### src/rtl/aso_pkg.sv
`timescale 1ns / 1ps
// ----------------------------------------------------------------------------
// aso_pkg: shared types and codes for the shifter operand pipeline
// Shift type codes, carry select codes and the word that travels between
// the decode, rotate and merge stages.
// ----------------------------------------------------------------------------
package aso_pkg;

  localparam int unsigned DataW = 32;
  localparam int unsigned AmtW  = 5;

  // Shift type, instruction bits 6:5.
  localparam logic [1:0] SH_LSL = 2'd0;
  localparam logic [1:0] SH_LSR = 2'd1;
  localparam logic [1:0] SH_ASR = 2'd2;
  localparam logic [1:0] SH_ROR = 2'd3;

  // Where the carry-out comes from once the word is rotated.
  localparam logic [1:0] CSEL_FIX   = 2'd0;
  localparam logic [1:0] CSEL_ROT31 = 2'd1;
  localparam logic [1:0] CSEL_ROT0  = 2'd2;

  // Rotate amounts handled by the two rotate stages.
  localparam logic [AmtW-1:0] ROT_HI_MASK = 5'b11000;
  localparam logic [AmtW-1:0] ROT_LO_MASK = 5'b00111;

  // Every shift is a right rotation followed by a keep mask and a fill bit.
  typedef struct packed {
    logic [DataW-1:0] data;
    logic [AmtW-1:0]  rot;
    logic [DataW-1:0] keep;
    logic             fill;
    logic [1:0]       csel;
    logic             cfix;
  } stage_t;

endpackage

### src/rtl/aso_decode.sv
`timescale 1ns / 1ps
// ----------------------------------------------------------------------------
// aso_decode: first pipeline stage
// Resolves the shift type, amount and all special cases into a rotate
// amount, a keep mask, a fill bit and a carry source, and registers them.
// ----------------------------------------------------------------------------
module aso_decode (
  input  logic                clk,
  input  logic                rst_n,
  input  logic                in_valid,
  output logic                in_ready,
  input  logic [11:0]         in_operand_bits,
  input  logic [31:0]         in_rm_value,
  input  logic [31:0]         in_rs_value,
  input  logic                in_carry_in,
  output logic                out_valid,
  input  logic                out_ready,
  output aso_pkg::stage_t     out_data
);

  logic            valid_r;
  logic            valid_nxt;
  aso_pkg::stage_t data_r;
  aso_pkg::stage_t data_nxt;

  logic [1:0]  sh_type;
  logic        by_reg;
  logic [4:0]  imm_amt;
  logic [7:0]  reg_amt;
  logic [4:0]  amt;
  logic        sign;
  logic        normal;
  logic [31:0] ones;

  assign ones    = {32{1'b1}};
  assign sh_type = in_operand_bits[6:5];
  assign by_reg  = in_operand_bits[4];
  assign imm_amt = in_operand_bits[11:7];
  assign reg_amt = in_rs_value[7:0];
  assign amt     = by_reg ? reg_amt[4:0] : imm_amt;
  assign sign    = in_rm_value[31];

  // A plain shift by 1..31, or a register rotate by a nonzero low five bits.
  always_comb begin
    if (!by_reg) begin
      normal = (imm_amt != 5'd0);
    end else begin
      normal = (reg_amt != 8'd0) &&
               ((reg_amt < 8'd32) || ((sh_type == aso_pkg::SH_ROR) && (reg_amt[4:0] != 5'd0)));
    end
  end

  always_comb begin
    data_nxt.data = in_rm_value;
    data_nxt.rot  = 5'd0;
    data_nxt.keep = ones;
    data_nxt.fill = 1'b0;
    data_nxt.csel = aso_pkg::CSEL_FIX;
    data_nxt.cfix = in_carry_in;
    if (normal) begin
      unique case (sh_type)
        aso_pkg::SH_LSL: begin
          data_nxt.rot  = 5'd0 - amt;
          data_nxt.keep = ones << amt;
          data_nxt.csel = aso_pkg::CSEL_ROT0;
        end
        aso_pkg::SH_LSR: begin
          data_nxt.rot  = amt;
          data_nxt.keep = ones >> amt;
          data_nxt.csel = aso_pkg::CSEL_ROT31;
        end
        aso_pkg::SH_ASR: begin
          data_nxt.rot  = amt;
          data_nxt.keep = ones >> amt;
          data_nxt.fill = sign;
          data_nxt.csel = aso_pkg::CSEL_ROT31;
        end
        default: begin
          data_nxt.rot  = amt;
          data_nxt.csel = aso_pkg::CSEL_ROT31;
        end
      endcase
    end else if (!by_reg) begin
      // Immediate amount of zero: LSR and ASR by 32, ROR becomes RRX.
      unique case (sh_type)
        aso_pkg::SH_LSL: begin
        end
        aso_pkg::SH_LSR: begin
          data_nxt.keep = '0;
          data_nxt.cfix = sign;
        end
        aso_pkg::SH_ASR: begin
          data_nxt.keep = '0;
          data_nxt.fill = sign;
          data_nxt.cfix = sign;
        end
        default: begin
          data_nxt.rot  = 5'd1;
          data_nxt.keep = ones >> 1;
          data_nxt.fill = in_carry_in;
          data_nxt.csel = aso_pkg::CSEL_ROT31;
        end
      endcase
    end else if (reg_amt != 8'd0) begin
      // Register amount of 32 or more.
      unique case (sh_type)
        aso_pkg::SH_LSL: begin
          data_nxt.keep = '0;
          data_nxt.cfix = (reg_amt == 8'd32) ? in_rm_value[0] : 1'b0;
        end
        aso_pkg::SH_LSR: begin
          data_nxt.keep = '0;
          data_nxt.cfix = (reg_amt == 8'd32) ? sign : 1'b0;
        end
        aso_pkg::SH_ASR: begin
          data_nxt.keep = '0;
          data_nxt.fill = sign;
          data_nxt.cfix = sign;
        end
        default: begin
          data_nxt.cfix = sign;
        end
      endcase
    end
  end

  assign in_ready  = !valid_r || out_ready;
  assign valid_nxt = in_ready ? in_valid : valid_r;

  always_ff @(posedge clk) begin
    if (!rst_n) begin
      valid_r <= 1'b0;
    end else begin
      valid_r <= valid_nxt;
    end
  end

  always_ff @(posedge clk) begin
    if (in_ready && in_valid) begin
      data_r <= data_nxt;
    end
  end

  assign out_valid = valid_r;
  assign out_data  = data_r;

endmodule

### src/rtl/aso_rotate.sv
`timescale 1ns / 1ps
// ----------------------------------------------------------------------------
// aso_rotate: partial rotate stage
// Rotates the word right by the bits of its rotate amount that the mask
// selects, and registers the result with the rest of the stage word.
// ----------------------------------------------------------------------------
module aso_rotate (
  input  logic                        clk,
  input  logic                        rst_n,
  input  logic [aso_pkg::AmtW-1:0]    amt_mask,
  input  logic                        in_valid,
  output logic                        in_ready,
  input  aso_pkg::stage_t             in_data,
  output logic                        out_valid,
  input  logic                        out_ready,
  output aso_pkg::stage_t             out_data
);

  logic            valid_r;
  logic            valid_nxt;
  aso_pkg::stage_t data_r;
  aso_pkg::stage_t data_nxt;

  logic [aso_pkg::AmtW-1:0]    amt;
  logic [2*aso_pkg::DataW-1:0] doubled;

  assign amt     = in_data.rot & amt_mask;
  assign doubled = {in_data.data, in_data.data} >> amt;

  always_comb begin
    data_nxt      = in_data;
    data_nxt.data = doubled[aso_pkg::DataW-1:0];
  end

  assign in_ready  = !valid_r || out_ready;
  assign valid_nxt = in_ready ? in_valid : valid_r;

  always_ff @(posedge clk) begin
    if (!rst_n) begin
      valid_r <= 1'b0;
    end else begin
      valid_r <= valid_nxt;
    end
  end

  always_ff @(posedge clk) begin
    if (in_ready && in_valid) begin
      data_r <= data_nxt;
    end
  end

  assign out_valid = valid_r;
  assign out_data  = data_r;

endmodule

### src/rtl/aso_merge.sv
`timescale 1ns / 1ps
// ----------------------------------------------------------------------------
// aso_merge: last pipeline stage
// Applies the keep mask and fill bit to the rotated word, picks the
// carry-out and holds the result word for the output channel.
// ----------------------------------------------------------------------------
module aso_merge (
  input  logic              clk,
  input  logic              rst_n,
  input  logic              in_valid,
  output logic              in_ready,
  input  aso_pkg::stage_t   in_data,
  output logic              out_valid,
  input  logic              out_ready,
  output logic [31:0]       out_operand_value,
  output logic              out_shift_carry
);

  logic        valid_r;
  logic        valid_nxt;
  logic [31:0] value_r;
  logic [31:0] value_nxt;
  logic        carry_r;
  logic        carry_nxt;

  assign value_nxt = (in_data.data & in_data.keep) | (~in_data.keep & {32{in_data.fill}});

  // The carry is taken from the rotated word before masking.
  always_comb begin
    case (in_data.csel)
      aso_pkg::CSEL_ROT31: carry_nxt = in_data.data[31];
      aso_pkg::CSEL_ROT0:  carry_nxt = in_data.data[0];
      default:             carry_nxt = in_data.cfix;
    endcase
  end

  assign in_ready  = !valid_r || out_ready;
  assign valid_nxt = in_ready ? in_valid : valid_r;

  always_ff @(posedge clk) begin
    if (!rst_n) begin
      valid_r <= 1'b0;
    end else begin
      valid_r <= valid_nxt;
    end
  end

  always_ff @(posedge clk) begin
    if (in_ready && in_valid) begin
      value_r <= value_nxt;
      carry_r <= carry_nxt;
    end
  end

  assign out_valid         = valid_r;
  assign out_operand_value = value_r;
  assign out_shift_carry   = carry_r;

endmodule

### src/rtl/arm_shifter_operand_core.sv
`timescale 1ns / 1ps
// ----------------------------------------------------------------------------
// arm_shifter_operand_core: data-processing shifter operand
// Computes the shifted second operand and the shifter carry-out from
// instruction bits 11:0, Rm, Rs and the C flag, in a four-stage pipeline.
//
//   Channel  Handshake            Payload
//   in       in_valid / in_ready  operand_bits, rm_value, rs_value, carry_in
//   out      out_valid/out_ready  operand_value, shift_carry
//
// A word passes four register stages: decode, rotate by the upper amount
// bits, rotate by the lower amount bits, then mask and carry select. Decode
// captures it at the accepting edge, and out_valid rises once the merge stage holds it.
// One word is accepted per cycle when the output is taken.
// Reset clears the stage valid bits only. Each stage holds its word while
// the next stage is full and stalled, so a stall fills the empty stages
// before in_ready drops.
// ----------------------------------------------------------------------------
module arm_shifter_operand_core (
  input  logic        clk,
  input  logic        rst_n,
  input  logic        in_valid,
  output logic        in_ready,
  input  logic [11:0] in_operand_bits,
  input  logic [31:0] in_rm_value,
  input  logic [31:0] in_rs_value,
  input  logic        in_carry_in,
  output logic        out_valid,
  input  logic        out_ready,
  output logic [31:0] out_operand_value,
  output logic        out_shift_carry
);

  logic            dec_valid;
  logic            dec_ready;
  aso_pkg::stage_t dec_data;
  logic            hi_valid;
  logic            hi_ready;
  aso_pkg::stage_t hi_data;
  logic            lo_valid;
  logic            lo_ready;
  aso_pkg::stage_t lo_data;

  aso_decode u_decode (
    .clk             (clk),
    .rst_n           (rst_n),
    .in_valid        (in_valid),
    .in_ready        (in_ready),
    .in_operand_bits (in_operand_bits),
    .in_rm_value     (in_rm_value),
    .in_rs_value     (in_rs_value),
    .in_carry_in     (in_carry_in),
    .out_valid       (dec_valid),
    .out_ready       (dec_ready),
    .out_data        (dec_data)
  );

  aso_rotate u_rotate_hi (
    .clk       (clk),
    .rst_n     (rst_n),
    .amt_mask  (aso_pkg::ROT_HI_MASK),
    .in_valid  (dec_valid),
    .in_ready  (dec_ready),
    .in_data   (dec_data),
    .out_valid (hi_valid),
    .out_ready (hi_ready),
    .out_data  (hi_data)
  );

  aso_rotate u_rotate_lo (
    .clk       (clk),
    .rst_n     (rst_n),
    .amt_mask  (aso_pkg::ROT_LO_MASK),
    .in_valid  (hi_valid),
    .in_ready  (hi_ready),
    .in_data   (hi_data),
    .out_valid (lo_valid),
    .out_ready (lo_ready),
    .out_data  (lo_data)
  );

  aso_merge u_merge (
    .clk               (clk),
    .rst_n             (rst_n),
    .in_valid          (lo_valid),
    .in_ready          (lo_ready),
    .in_data           (lo_data),
    .out_valid         (out_valid),
    .out_ready         (out_ready),
    .out_operand_value (out_operand_value),
    .out_shift_carry   (out_shift_carry)
  );

endmodule

### config.mk
export PLATFORM = sky130hd
export DESIGN_NAME = arm_shifter_operand_core
export DESIGN_NICKNAME = d
export VERILOG_FILES = /design/src/rtl/aso_pkg.sv /design/src/rtl/aso_decode.sv /design/src/rtl/aso_rotate.sv /design/src/rtl/aso_merge.sv /design/src/rtl/arm_shifter_operand_core.sv
export SDC_FILE = /design/constraint.sdc
export NUM_CORES = 1
export LEC_CHECK = 0
export BUFFER_PORTS_ARGS = -buffer_cell sky130_fd_sc_hd__buf_2
export CAP_MARGIN = 20
export CORE_MARGIN = 5
export CORE_UTILIZATION = 25
export DETAILED_ROUTE_END_ITERATION = 8
export PLACE_DENSITY = 0.49
export SYNTH_ARGS = -nofsm -noshare
export SYNTH_HDL_FRONTEND = slang
export SYNTH_HIERARCHICAL = 1
export SYNTH_SLANG_ARGS = --single-unit
### constraint.sdc
create_clock -name clk -period 8.3 [get_ports clk]
set_input_delay 1.245 -clock clk [delete_from_list [all_inputs] [get_ports clk]]
set_output_delay 1.245 -clock clk [all_outputs]
set_load 0.05 [all_outputs]
# After elaboration in Yosys (flattened, before gate mapping)
# Cells that the tools add are included.
word_totals:
  ff_bits: 249
  romBits: 0
  latchBits: 0
  in_bits: 81
  output_inout_bits: 35
  ramBits: 0
  word_cells: 85
  n_memories: 0
classes:
  n_eq_ne: 6
  reduce_logical: 22
  add_sub_neg: 1
  order_cmp: 1
  n_mul: 0
  bitwise: 4
  muxes: 24
  div: 0
  n_shift: 4
ops:
  columns: ["cell", "count"]
  rows:
  - ["case mux 32 bit (2 select lines)", 2]
  - ["2-to-1 mux 33 bit", 2]
  - ["AND 32 bit", 2]
  - [">> shifter 64 x 3 -> 32 bit", 1]
  - [">> shifter 64 x 5 -> 32 bit", 1]
  - ["2-to-1 mux 40 bit", 1]
  - ["2-to-1 mux 32 bit", 1]
  - ["NOT 32 bit", 1]
  - ["bitwise OR 32 bit", 1]
  - ["<< shifter 32 x 5 -> 32 bit (first input constant)", 1]
  - [">> shifter 32 x 5 -> 32 bit (first input constant)", 1]
  - ["2-to-1 mux 1 bit", 12]
  - ["2-to-1 mux 5 bit", 2]
  - ["nonzero test 5 bit", 2]
  - ["equality test 8 x 6 -> 1 bit (second input constant)", 1]
  - ["< comparator 8 x 6 -> 1 bit (second input constant)", 1]
  - ["nonzero test 8 bit", 1]
  - ["equality test 2 bit (second input constant)", 3]
  - ["logical AND 1 bit", 6]
  - ["case mux 1 bit (2 select lines)", 3]
  - ["logical OR 1 bit", 5]
  - ["subtractor 1 x 5 -> 5 bit (first input constant)", 1]
  - ["equality test 2 x 1 -> 1 bit (second input constant)", 2]
  - ["zero test 1 bit", 4]
  - ["4 further kinds", 5]

# Longest topological paths before layout
# Gate-level depths: netlist of the first run.
depth:
  depth_word: 6
  depth_mapped: 9
  ltp_nobuf: 7

# By module
# Netlist of the first run, hierarchy kept.
modules_own_cells:
  columns: ["mod", "area_per_inst_um2", "instances", "cells_per_inst", "seq_area_each_um2"]
  rows:
  - ["aso_rotate", 4285.4, 2, 196, 2212.1]
  - ["aso_decode", 3634.7, 1, 305, 2212.1]
  - ["aso_merge", 1477.7, 1, 80, 1011.0]
  - ["arm_shifter_operand_core", 7.5, 1, 2, 0.0]

# Least setup slack after synthesis of the first run
# No wires, ideal clock.
synth_path:
  path_type: "input to register"
  start: "input port out_ready"
  end: "register u_decode.data_r (netlist bit u_decode/out_data[0]), enable pin"
  arrival_ns: 3.846
  setup_slack_ns: 4.015
  path_stages: 5
  required_ns: 7.861
  setup_ns: 0.439
  path_buffers: 0
  cell_sequence: "nand2b_1 -> nand2b_1 -> nand2b_1 -> nand2b_1 -> and2_1"
synth_via:
  elab_chain_len: 5
synth_lines:
  columns: ["element", "line", "source"]
  rows:
  - ["from (decl)", "arm_shifter_operand_core.sv:29", "input logic out_ready,"]
  - ["logical OR 1 bit", "aso_merge.sv:37", "assign in_ready = !valid_r || out_ready;"]
  - ["logical OR 1 bit", "aso_rotate.sv:35", "assign in_ready = !valid_r || out_ready;"]
  - ["named net hi_ready", "arm_shifter_operand_core.sv:38", "logic hi_ready;"]
  - ["logical OR 1 bit", "aso_rotate.sv:35", null]
  - ["named net dec_ready", "arm_shifter_operand_core.sv:35", "logic dec_ready;"]
  - ["logical OR 1 bit", "aso_decode.sv:127", "assign in_ready = !valid_r || out_ready;"]
  - ["named net in_ready", "arm_shifter_operand_core.sv:23", "output logic in_ready,"]
  - ["logical AND 1 bit", "aso_decode.sv:139", "if (in_ready && in_valid) begin"]
  - ["to (signal assigned)", "aso_decode.sv:140", "data_r <= data_nxt;"]
  - ["to (decl)", "aso_decode.sv:23", "aso_pkg::stage_t data_r;"]
# The timed path passes the listed nets, and every way through them passes these cells.
# A chain may end at the register's enable or synchronous reset.

# Worst setup path in the final report of the first run
layout_path:
  start: "input port out_ready"
  end: "output port in_ready"
layout_via:
  elab_chain_len: 4
layout_lines:
  columns: ["element", "line", "source"]
  rows:
  - ["logical OR 1 bit", "aso_merge.sv:37", null]
  - ["named net lo_ready", "arm_shifter_operand_core.sv:41", "logic lo_ready;"]
  - ["logical OR 1 bit", "aso_rotate.sv:35", null]
  - ["named net hi_ready", "arm_shifter_operand_core.sv:38", null]
  - ["logical OR 1 bit", "aso_rotate.sv:35", null]
  - ["named net dec_ready", "arm_shifter_operand_core.sv:35", null]
  - ["logical OR 1 bit", "aso_decode.sv:127", null]
  - ["to (decl)", "arm_shifter_operand_core.sv:23", null]
# The timed path passes the listed nets, and every way through them passes these cells.

==> impl_metrics.env, run 1 <==
export IMPL_status="complete, but fails checks"
export IMPL_failed_checks="slew limit"
export IMPL_grt_use_total_pct=10.1
export IMPL_num_vias=7415
export IMPL_max_freq_ghz=0.288
export IMPL_critPathLaunch="out_ready"
export IMPL_crit_required_ns=7.05
export IMPL_reg2reg_from="u_rotate_hi/out_data[36]$_DFFE_PP_"
export IMPL_skew_ns=0.0149
export IMPL_fin_area_mm2=0.0155
export IMPL_final_common_cell="edfxtp_1"
export IMPL_drc_errors=0
export IMPL_path_cells="buf_2, nand2b_1, nand2b_1, nand2b_1, nand2b_1, buf_2"
export IMPL_cts_resized=0
export IMPL_setup_viol=0
export IMPL_grt_pass1_wl_um=47100
export IMPL_post_dp_hpwl_um=21800
export IMPL_worst_path_stages=6
export IMPL_clock_sinks=251
export IMPL_timing_final_crit_share_pct=41.8
export IMPL_syn_inst=774
export IMPL_r2r_end="u_rotate_lo/out_data[50]$_DFFE_PP_"
export IMPL_clockRootBuffer="clkbuf_16"
export IMPL_combPwrFrac_pct=15.3
export IMPL_avgSynthCellArea_um2=17.5
export IMPL_drtIter0Drc=608
export IMPL_drive_above_1_share_pct=37.8
export IMPL_pwr_share_seq_pct=47.2
export IMPL_yosysWarnings=6
export IMPL_slew_headroom_pct=-12.5
export IMPL_diodes=0
export IMPL_pwr_share_clk_pct=37.5
export IMPL_min_path_type="flop to flop"
export IMPL_p_int_uw=2460
export IMPL_synth_area_mm2=0.0135
export IMPL_crit_top_cell="nand2b_1"
export IMPL_fin_crit_ns=3.47
export IMPL_dpl_instance_area_mm2=0.0146
export IMPL_vias_per_cell=4.75
export IMPL_wire_per_inst_um=19.4
export IMPL_portBuffers=87
export IMPL_total_power_uw=3240
export IMPL_p_sw_uw=777
export IMPL_hold_ws_ns=0.414
export IMPL_crit_fanout=3
export IMPL_num_rows=85
export IMPL_critPathTopFamily="simple AND/OR/NAND/NOR gates"
export IMPL_die_area_mm2=0.0589
export IMPL_area_growth_pct=14.4
export IMPL_multiInputGateArea_mm2=0.00564
export IMPL_arrival_ns=2.22
export IMPL_die_w_um=243
export IMPL_p_sw_share_pct=24.0
export IMPL_slowest_delay_ns=0.22
export IMPL_grt_max_degree=74
export IMPL_critical_path_slowest_cell="buf_2"
export IMPL_grt_pass1_vias=7353
export IMPL_ir_drop_uv=144
export IMPL_cts_buffer_depth=3
export IMPL_cap_violations=0
export IMPL_tritoncts_num_buffers=27
export IMPL_grt_overflow=0
export IMPL_tritoncts="built"
export IMPL_fill_cells=5267
export IMPL_design_core_area_mm2=0.0537
export IMPL_start_util_pct=25.2
export IMPL_reg2reg_depth=4
export IMPL_io_pins=116
export IMPL_start_kind="input port"
export IMPL_drv_slew=33
export IMPL_antenna_left=0
export IMPL_nNetsFinal=938
export IMPL_seq_area_mm2=0.00750
export IMPL_post_cts_buffers=0
export IMPL_ff2ff_setup_slack_ns=5.63
export IMPL_cp_buffers_inverters=2
export IMPL_crit_end="in_ready"
export IMPL_drt_total_wl_um=30300
export IMPL_dieHeight_um=243
export IMPL_drtPass1Iterations=5
export IMPL_h_tree_depth=1
export IMPL_finalSetupTns_ns=0
export IMPL_p_per_area_mw_per_mm2=209
export IMPL_path_class="input port to primary output"
export IMPL_hold_buffers=0
export IMPL_most_common_layout_cells="edfxtp_1, mux2_2, buf_2"
export IMPL_cts_reportedPaths_clkPinSlew_ns=0.06
export IMPL_antenna_found_initial=0
export IMPL_routabilityCongestion=0.799
export IMPL_hold_viol=0
export IMPL_crit_path_end_kind="primary output"
export IMPL_worstSkewPairLatency_ns=0.55
export IMPL_tightestPinTransition_ns=1.68
export IMPL_leakage_uw=0.00525
export IMPL_rsz0062_at_grt="false"
layout make-up:
| type | count | share of cell area, % |
|---|---|---|
| Clock inverter | 17 | 1.33 |
| Multi-Input combinational cell | 453 | 36.4 |
| Sequential cell | 251 | 48.4 |
| Timing Repair Buffer | 95 | 3.33 |
| Inverter | 19 | 0.460 |
| Tap cell | 696 | 5.62 |
| Clock buffer | 31 | 4.46 |
layer usage:
| metal | part of all wire, % | GRT usage [%] | vias to the layer above |
|---|---|---|---|
| met5 | 0 | 0 | - |
| met4 | 1.7 | 2.20 | 0 |
| met3 | 4.4 | 1.47 | 34 |
| met2 | 46 | 15.9 | 188 |
| met1 | 47 | 14.8 | 3779 |
| li1 | - | - | 3414 |
registers in the layout, summed over array words and instances (netlist names):
signal / cells
u_rotate_lo/out_valid: 1
u_rotate_hi/out_valid: 1
u_rotate_hi/out_data: 73
u_merge/out_shift_carry: 1
u_merge/out_operand_value: 32
u_merge/out_valid: 1
u_decode/out_valid: 1
u_rotate_lo/out_data: 68
u_decode/out_data: 73
stage by stage:
step,utilization (%),setup slack (ns),instances
finish,28.9,4.83,1562
global route,28.9,4.72,1562
CTS,28.8,4.83,1561
detailed placement,27.1,4.44,1513
global placement,27.1,4.44,1513
floorplan,-,4.02,782
power groups by stage:
stage	sequential, uW	combinational, uW	clock, uW
floorplan	1550	369	0
global placement	1560	491	0
detailed placement	1560	494	0
CTS	1530	498	1260
global route	1540	540	1310
finish	1530	497	1210
how the worst min path moves through the flow:
stage                                            start                                 end  slack (ns)  depth (start not counted)
finish              u_rotate_hi/out_data[28]$_DFFE_PP_  u_rotate_lo/out_data[28]$_DFFE_PP_        0.41                          0
global route           u_decode/out_data[12]$_DFFE_PP_  u_rotate_hi/out_data[12]$_DFFE_PP_        0.42                          0
CTS                 u_rotate_hi/out_data[18]$_DFFE_PP_  u_rotate_lo/out_data[18]$_DFFE_PP_        0.41                          0
detailed placement      u_decode/out_data[6]$_DFFE_PP_   u_rotate_hi/out_data[6]$_DFFE_PP_        0.40                          0
global placement    u_rotate_hi/out_data[24]$_DFFE_PP_  u_rotate_lo/out_data[24]$_DFFE_PP_        0.40                          0
floorplan               u_decode/out_data[0]$_DFFE_PP_   u_rotate_hi/out_data[0]$_DFFE_PP_        0.40                          0
Note: power is estimated with default switching activity, not from simulation.
==> run 2, diff against run 1 <==
--- a/config.mk
+++ b/config.mk
@@ -5,6 +5,7 @@
 export SDC_FILE = /design/constraint.sdc
 export NUM_CORES = 1
 export LEC_CHECK = 0
+export ABC_AREA = 1
 export BUFFER_PORTS_ARGS = -buffer_cell sky130_fd_sc_hd__buf_2
 export CAP_MARGIN = 20
 export CORE_MARGIN = 5
==> constraint.sdc (replaced) <==
create_clock -name clk -period 3.3 [get_ports clk]
set_input_delay 0.495 -clock clk [delete_from_list [all_inputs] [get_ports clk]]
set_output_delay 0.495 -clock clk [all_outputs]
set_load 0.05 [all_outputs]
==> run 2 against run 1 <==
The run now ends clean. Cell area grew 0.93%. Largest cell class unchanged. Flip-flop and latch count unchanged. Combinational power increased to 2.5 times the previous value.
==> impl_metrics.env, run 2 <==
export IMPL_status="completed"
export IMPL_fin_crit_ns=2.31
export IMPL_slowest_delay_ns=0.39
export IMPL_start_util_pct=25.2
export IMPL_crit_required_ns=2.80
export IMPL_setup_viol=0
export IMPL_p_per_area_mw_per_mm2=544
export IMPL_nNetsFinal=1625
export IMPL_leakage_uw=0.00625
export IMPL_fin_area_mm2=0.0156
export IMPL_crit_top_cell="nand2_1"
export IMPL_fill_cells=5572
export IMPL_hold_buffers=0
export IMPL_tightestPinTransition_ns=1.21
export IMPL_area_growth_pct=15.8
export IMPL_io_pins=116
export IMPL_drtIter0Drc=1004
export IMPL_ff2ff_setup_slack_ns=1.11
export IMPL_synth_area_mm2=0.0135
export IMPL_wire_per_inst_um=16.9
export IMPL_cap_violations=0
export IMPL_cts_buffer_depth=3
export IMPL_total_power_uw=8510
export IMPL_grt_use_total_pct=12.5
export IMPL_design_core_area_mm2=0.0537
export IMPL_die_area_mm2=0.0588
export IMPL_avgSynthCellArea_um2=9.19
export IMPL_rsz0062_at_grt="false"
export IMPL_post_dp_hpwl_um=28300
export IMPL_yosysWarnings=6
export IMPL_crit_fanout=3
export IMPL_crit_path_end_kind="primary output"
export IMPL_num_vias=10900
export IMPL_min_path_type="input port to flop"
export IMPL_routabilityCongestion=0.902
export IMPL_tritoncts="built"
export IMPL_drv_slew=0
export IMPL_timing_final_crit_share_pct=70.0
export IMPL_grt_pass1_vias=10500
export IMPL_h_tree_depth=1
export IMPL_ir_drop_uv=362
export IMPL_drc_errors=0
export IMPL_p_sw_share_pct=26.5
export IMPL_finalSetupTns_ns=0
export IMPL_slew_headroom_pct=19.0
export IMPL_cts_reportedPaths_clkPinSlew_ns=0.06
export IMPL_final_common_cell="nand3_1"
export IMPL_p_sw_uw=2260
export IMPL_portBuffers=87
export IMPL_grt_max_degree=69
export IMPL_most_common_layout_cells="nand3_1, nand2_1, edfxtp_1"
export IMPL_vias_per_cell=4.85
export IMPL_pwr_share_clk_pct=40.0
export IMPL_dieHeight_um=242
export IMPL_num_rows=85
export IMPL_critical_path_slowest_cell="dfxtp_1"
export IMPL_p_int_uw=6250
export IMPL_max_freq_ghz=0.433
export IMPL_hold_viol=0
export IMPL_arrival_ns=1.81
export IMPL_skew_ns=0.0125
export IMPL_clock_sinks=251
export IMPL_syn_inst=1471
export IMPL_tritoncts_num_buffers=28
export IMPL_dpl_instance_area_mm2=0.0146
export IMPL_path_cells="nand2_1, inv_1, nand2_1, inv_1, nand2_1, inv_1, nand2_1, buf_2"
export IMPL_drtPass1Iterations=5
export IMPL_combPwrFrac_pct=14.8
export IMPL_path_class="flop to primary output"
export IMPL_antenna_found_initial=0
export IMPL_drive_above_1_share_pct=16.7
export IMPL_drt_total_wl_um=38000
export IMPL_hold_ws_ns=0.109
export IMPL_post_cts_buffers=0
export IMPL_diodes=0
export IMPL_clockRootBuffer="clkbuf_16"
export IMPL_die_w_um=242
export IMPL_start_kind="flop"
export IMPL_worstSkewPairLatency_ns=0.57
export IMPL_antenna_left=0
export IMPL_cts_resized=0
export IMPL_grt_pass1_wl_um=59600
export IMPL_pwr_share_seq_pct=45.2
export IMPL_grt_overflow=0
## run 2: path summary, 6_finish.rpt
kind	start	end	depth (start not counted)
setup / recovery	u_merge/out_valid$_SDFFE_PN0P_	in_ready	8
hold / removal	in_rm_value[18]	u_decode/out_data[59]$_DFFE_PP_	1
setup reg to reg	u_rotate_hi/out_data[37]$_DFFE_PP_	u_rotate_lo/out_data[72]$_DFFE_PP_	8
hold reg to reg	u_rotate_hi/out_data[25]$_DFFE_PP_	u_rotate_lo/out_data[25]$_DFFE_PP_	0
## run 2: power by group through the flow
stage | Combinational, uW | Clock (uW) | Sequential [uW]
global placement | 1210 | 0 | 3910
floorplan | 894 | 0 | 3890
finish | 1260 | 3410 | 3840
global route | 1410 | 3660 | 3860
CTS | 1220 | 3520 | 3850
detailed placement | 1210 | 0 | 3910
## run 2: layout make-up
cell class                      count  area (um2)  area share (%)
Clock inverter                     21         328            2.10
Timing Repair Buffer              111         653            4.18
Inverter                           58         218            1.39
Tap cell                          696         871            5.57
Multi-Input combinational cell   1084        5360            34.3
Clock buffer                       31         712            4.55
Sequential cell                   251        7500            47.9
## run 2: through the flow
stage | util [%] | cells | setup WS [ns]
after floorplan | - | 1479 | 0.195
after global placement | 27.2 | 2200 | 0.659
after detailed placement | 27.2 | 2200 | 0.631
after CTS | 29.1 | 2252 | 0.940
after global routing | 29.1 | 2252 | 0.832
final | 29.1 | 2252 | 0.991
## run 2: per-layer routing
metal,track usage (%),part of all wire [%]
met1,17.4,46
met2,20.7,47
met3,1.61,4.9
met4,3.49,2.4
met5,0,0
## run 2: worst max-delay path: cells and delay by family (launching register included)
kind,cells,cell delay (ns)
buffers and inverters,4,0.55
flip-flops,1,0.39
AND/OR/NAND/NOR,4,0.32
==> run 3, diff against run 2 <==
--- a/config.mk
+++ b/config.mk
@@ -11,7 +11,7 @@
 export CORE_MARGIN = 5
 export CORE_UTILIZATION = 25
 export DETAILED_ROUTE_END_ITERATION = 8
-export PLACE_DENSITY = 0.49
+export PLACE_DENSITY = 0.5
 export SYNTH_ARGS = -nofsm -noshare
 export SYNTH_HDL_FRONTEND = slang
 export SYNTH_HIERARCHICAL = 1
==> constraint.sdc (replaced) <==
create_clock -name clk -period 2 [get_ports clk]
set_input_delay 0.3 -clock clk [delete_from_list [all_inputs] [get_ports clk]]
set_output_delay 0.3 -clock clk [all_outputs]
set_load 0.05 [all_outputs]
==> run 3 against run 2 <==
Non-clock buffer count rose by 38. Worst hold slack got worse by 0.075 ns. Utilization rose by 0.57 points. Count of clock-buffer cells in the layout rose by 2. Sequential share of layout area fell by 0.89 points. First-iteration DRC count fell by 3.5%. Combinational power rose by 71%. Global-route usage rose by 0.069 points. Clock skew rose by 0.011 ns.
==> impl_metrics.env, run 3 (same netlist as run 2, synthesis figures left out) <==
export IMPL_dp_slack_ns=0.0288
export IMPL_drive_above_1_share_pct=17.0
export IMPL_vias_per_cell=4.83
export IMPL_cts_buffer_depth=3
export IMPL_drt_total_wl_um=38200
export IMPL_timing_final_crit_share_pct=96.2
export IMPL_multiInputGateArea_mm2=0.00538
export IMPL_leakage_uw=0.00637
export IMPL_post_cts_buffers=0
export IMPL_seq_area_mm2=0.00750
export IMPL_grt_max_degree=74
export IMPL_routabilityCongestion=0.876
export IMPL_reg2reg_depth=6
export IMPL_grt_pass1_wl_um=59900
export IMPL_hold_depth=1
export IMPL_skew_ns=0.0236
export IMPL_start_util_pct=25.2
export IMPL_tritoncts_num_buffers=27
export IMPL_most_common_layout_cells="nand3_1, nand2_1, edfxtp_1"
export IMPL_max_freq_ghz=0.520
export IMPL_min_path_type="input port to flop"
export IMPL_cap_violations=0
export IMPL_path_class="flop to flop"
export IMPL_area_growth_pct=18.0
export IMPL_rsz0062_at_grt="true"
export IMPL_fin_crit_ns=1.92
export IMPL_diodes=0
export IMPL_start_kind="flop"
export IMPL_nNetsFinal=1662
export IMPL_p_per_area_mw_per_mm2=850
export IMPL_grt_use_total_pct=12.6
export IMPL_tightestPinTransition_ns=1.18
export IMPL_crit_fanout=32
export IMPL_cts_reportedPaths_clkPinSlew_ns=0.06
export IMPL_wire_per_inst_um=16.7
export IMPL_fin_ws_ns=0.0764
export IMPL_crit_top_cell="nand3_1"
export IMPL_hold_start="in_rm_value[31]"
export IMPL_grt_overflow=0
export IMPL_num_rows=85
export IMPL_r2r_end="u_rotate_lo/out_data[66]$_DFFE_PP_"
export IMPL_io_pins=116
export IMPL_holdPathEnd="u_decode/out_data[72]$_DFFE_PP_"
export IMPL_drtIter0Drc=969
export IMPL_antenna_found_initial=1
export IMPL_critical_path_slowest_cell="clkinvlp_4"
export IMPL_ff2ff_setup_slack_ns=0.08
export IMPL_drtPass1Iterations=6
export IMPL_post_dp_hpwl_um=27900
export IMPL_drv_slew=0
export IMPL_die_area_mm2=0.0588
export IMPL_path_cells="nand2_1, clkinvlp_4, nand3_1, nand3_1, nand3_1, nand2_1"
export IMPL_tritoncts="built"
export IMPL_total_power_uw=13500
export IMPL_antenna_left=0
export IMPL_portBuffers=87
export IMPL_drc_errors=0
export IMPL_hold_viol=0
export IMPL_dieHeight_um=242
export IMPL_num_vias=11100
export IMPL_clockRootBuffer="clkbuf_16"
export IMPL_final_common_cell="nand3_1"
export IMPL_crit_required_ns=2.29
export IMPL_arrival_ns=2.22
export IMPL_worstSkewPairLatency_ns=0.56
export IMPL_fill_cells=5557
export IMPL_clock_sinks=251
export IMPL_h_tree_depth=1
export IMPL_setup_viol=0
export IMPL_design_core_area_mm2=0.0537
export IMPL_crit_path_end_kind="flop"
export IMPL_die_w_um=242
export IMPL_reg2reg_from="u_rotate_hi/out_data[38]$_DFFE_PP_"
export IMPL_ir_drop_uv=636
export IMPL_status="completed"
export IMPL_slew_headroom_pct=21.3
export IMPL_grt_pass1_vias=10500
export IMPL_slowest_delay_ns=0.47
-- run 3: area by class of cell --
type,instances,share of cell area [%]
repair buffers,149,6.74
clock buffers,33,4.38
clock inverters,17,1.24
flip-flops and latches,251,47.0
well taps,696,5.46
inverters,58,1.39
multi-input cells,1084,33.7
-- run 3: worst max path at each step --
| stage | from | end | depth (start not counted) |
|---|---|---|---|
| 2_1_floorplan | u_merge/out_valid$_SDFFE_PN0P_ | u_decode/out_data[0]$_DFFE_PP_ | 7 |
| 3_3_place_gp | in_operand_bits[4] | u_decode/out_data[11]$_DFFE_PP_ | 10 |
| 3_5_place_dp | in_operand_bits[4] | u_decode/out_data[11]$_DFFE_PP_ | 10 |
| 4_1_cts | u_merge/out_valid$_SDFFE_PN0P_ | in_ready | 8 |
| 5_1_grt | u_rotate_hi/out_data[38]$_DFFE_PP_ | u_rotate_lo/out_data[70]$_DFFE_PP_ | 6 |
| 6_report | u_rotate_hi/out_data[38]$_DFFE_PP_ | u_rotate_lo/out_data[66]$_DFFE_PP_ | 6 |
-- run 3: critical path, delay by kind of cell (launching register included) --
kind | cells | cell delay [ns]
AND/OR/NAND/NOR | 5 | 0.80
buffers and inverters | 1 | 0.47
flip-flops | 1 | 0.36
-- run 3: stage by stage --
| step | util [%] | std cells | cell area (um2) | hold WS, ns | setup TNS [ns] |
|---|---|---|---|---|---|
| 2_1_floorplan | - | 1479 | 13600 | 0.399 | -56.90 |
| 4_1_cts | 29.6 | 2288 | 15900 | 0.0211 | 0 |
| 6_report | 29.7 | 2288 | 15900 | 0.0335 | 0 |
| 5_1_grt | 29.7 | 2288 | 15900 | 0.0286 | -0.115 |
| 3_3_place_gp | 27.4 | 2206 | 14700 | 0.402 | -0.00573 |
| 3_5_place_dp | 27.4 | 2206 | 14700 | 0.405 | 0 |
-- run 3: timing repair --
item,CTS,global route
resized for setup,0,8
hold endpoints to repair,35,0
hold buffers,32,0
setup endpoints to repair,0,3
-- run 3: report_power, final --
part,internal (uW),total (uW),switching (uW)
clock,2920,5050,2130
sequential,6190,6340,157
combinational,685,2150,1470
total,9790,13500,3760
-- run 3: routing by layer --
layer	vias to the layer above	GRT usage, %	wire length, um
met2	365	21.0	18100
met3	43	1.91	2190
met5	-	0	13
li1	5440	-	-
met4	2	3.07	723
met1	5206	17.3	17100
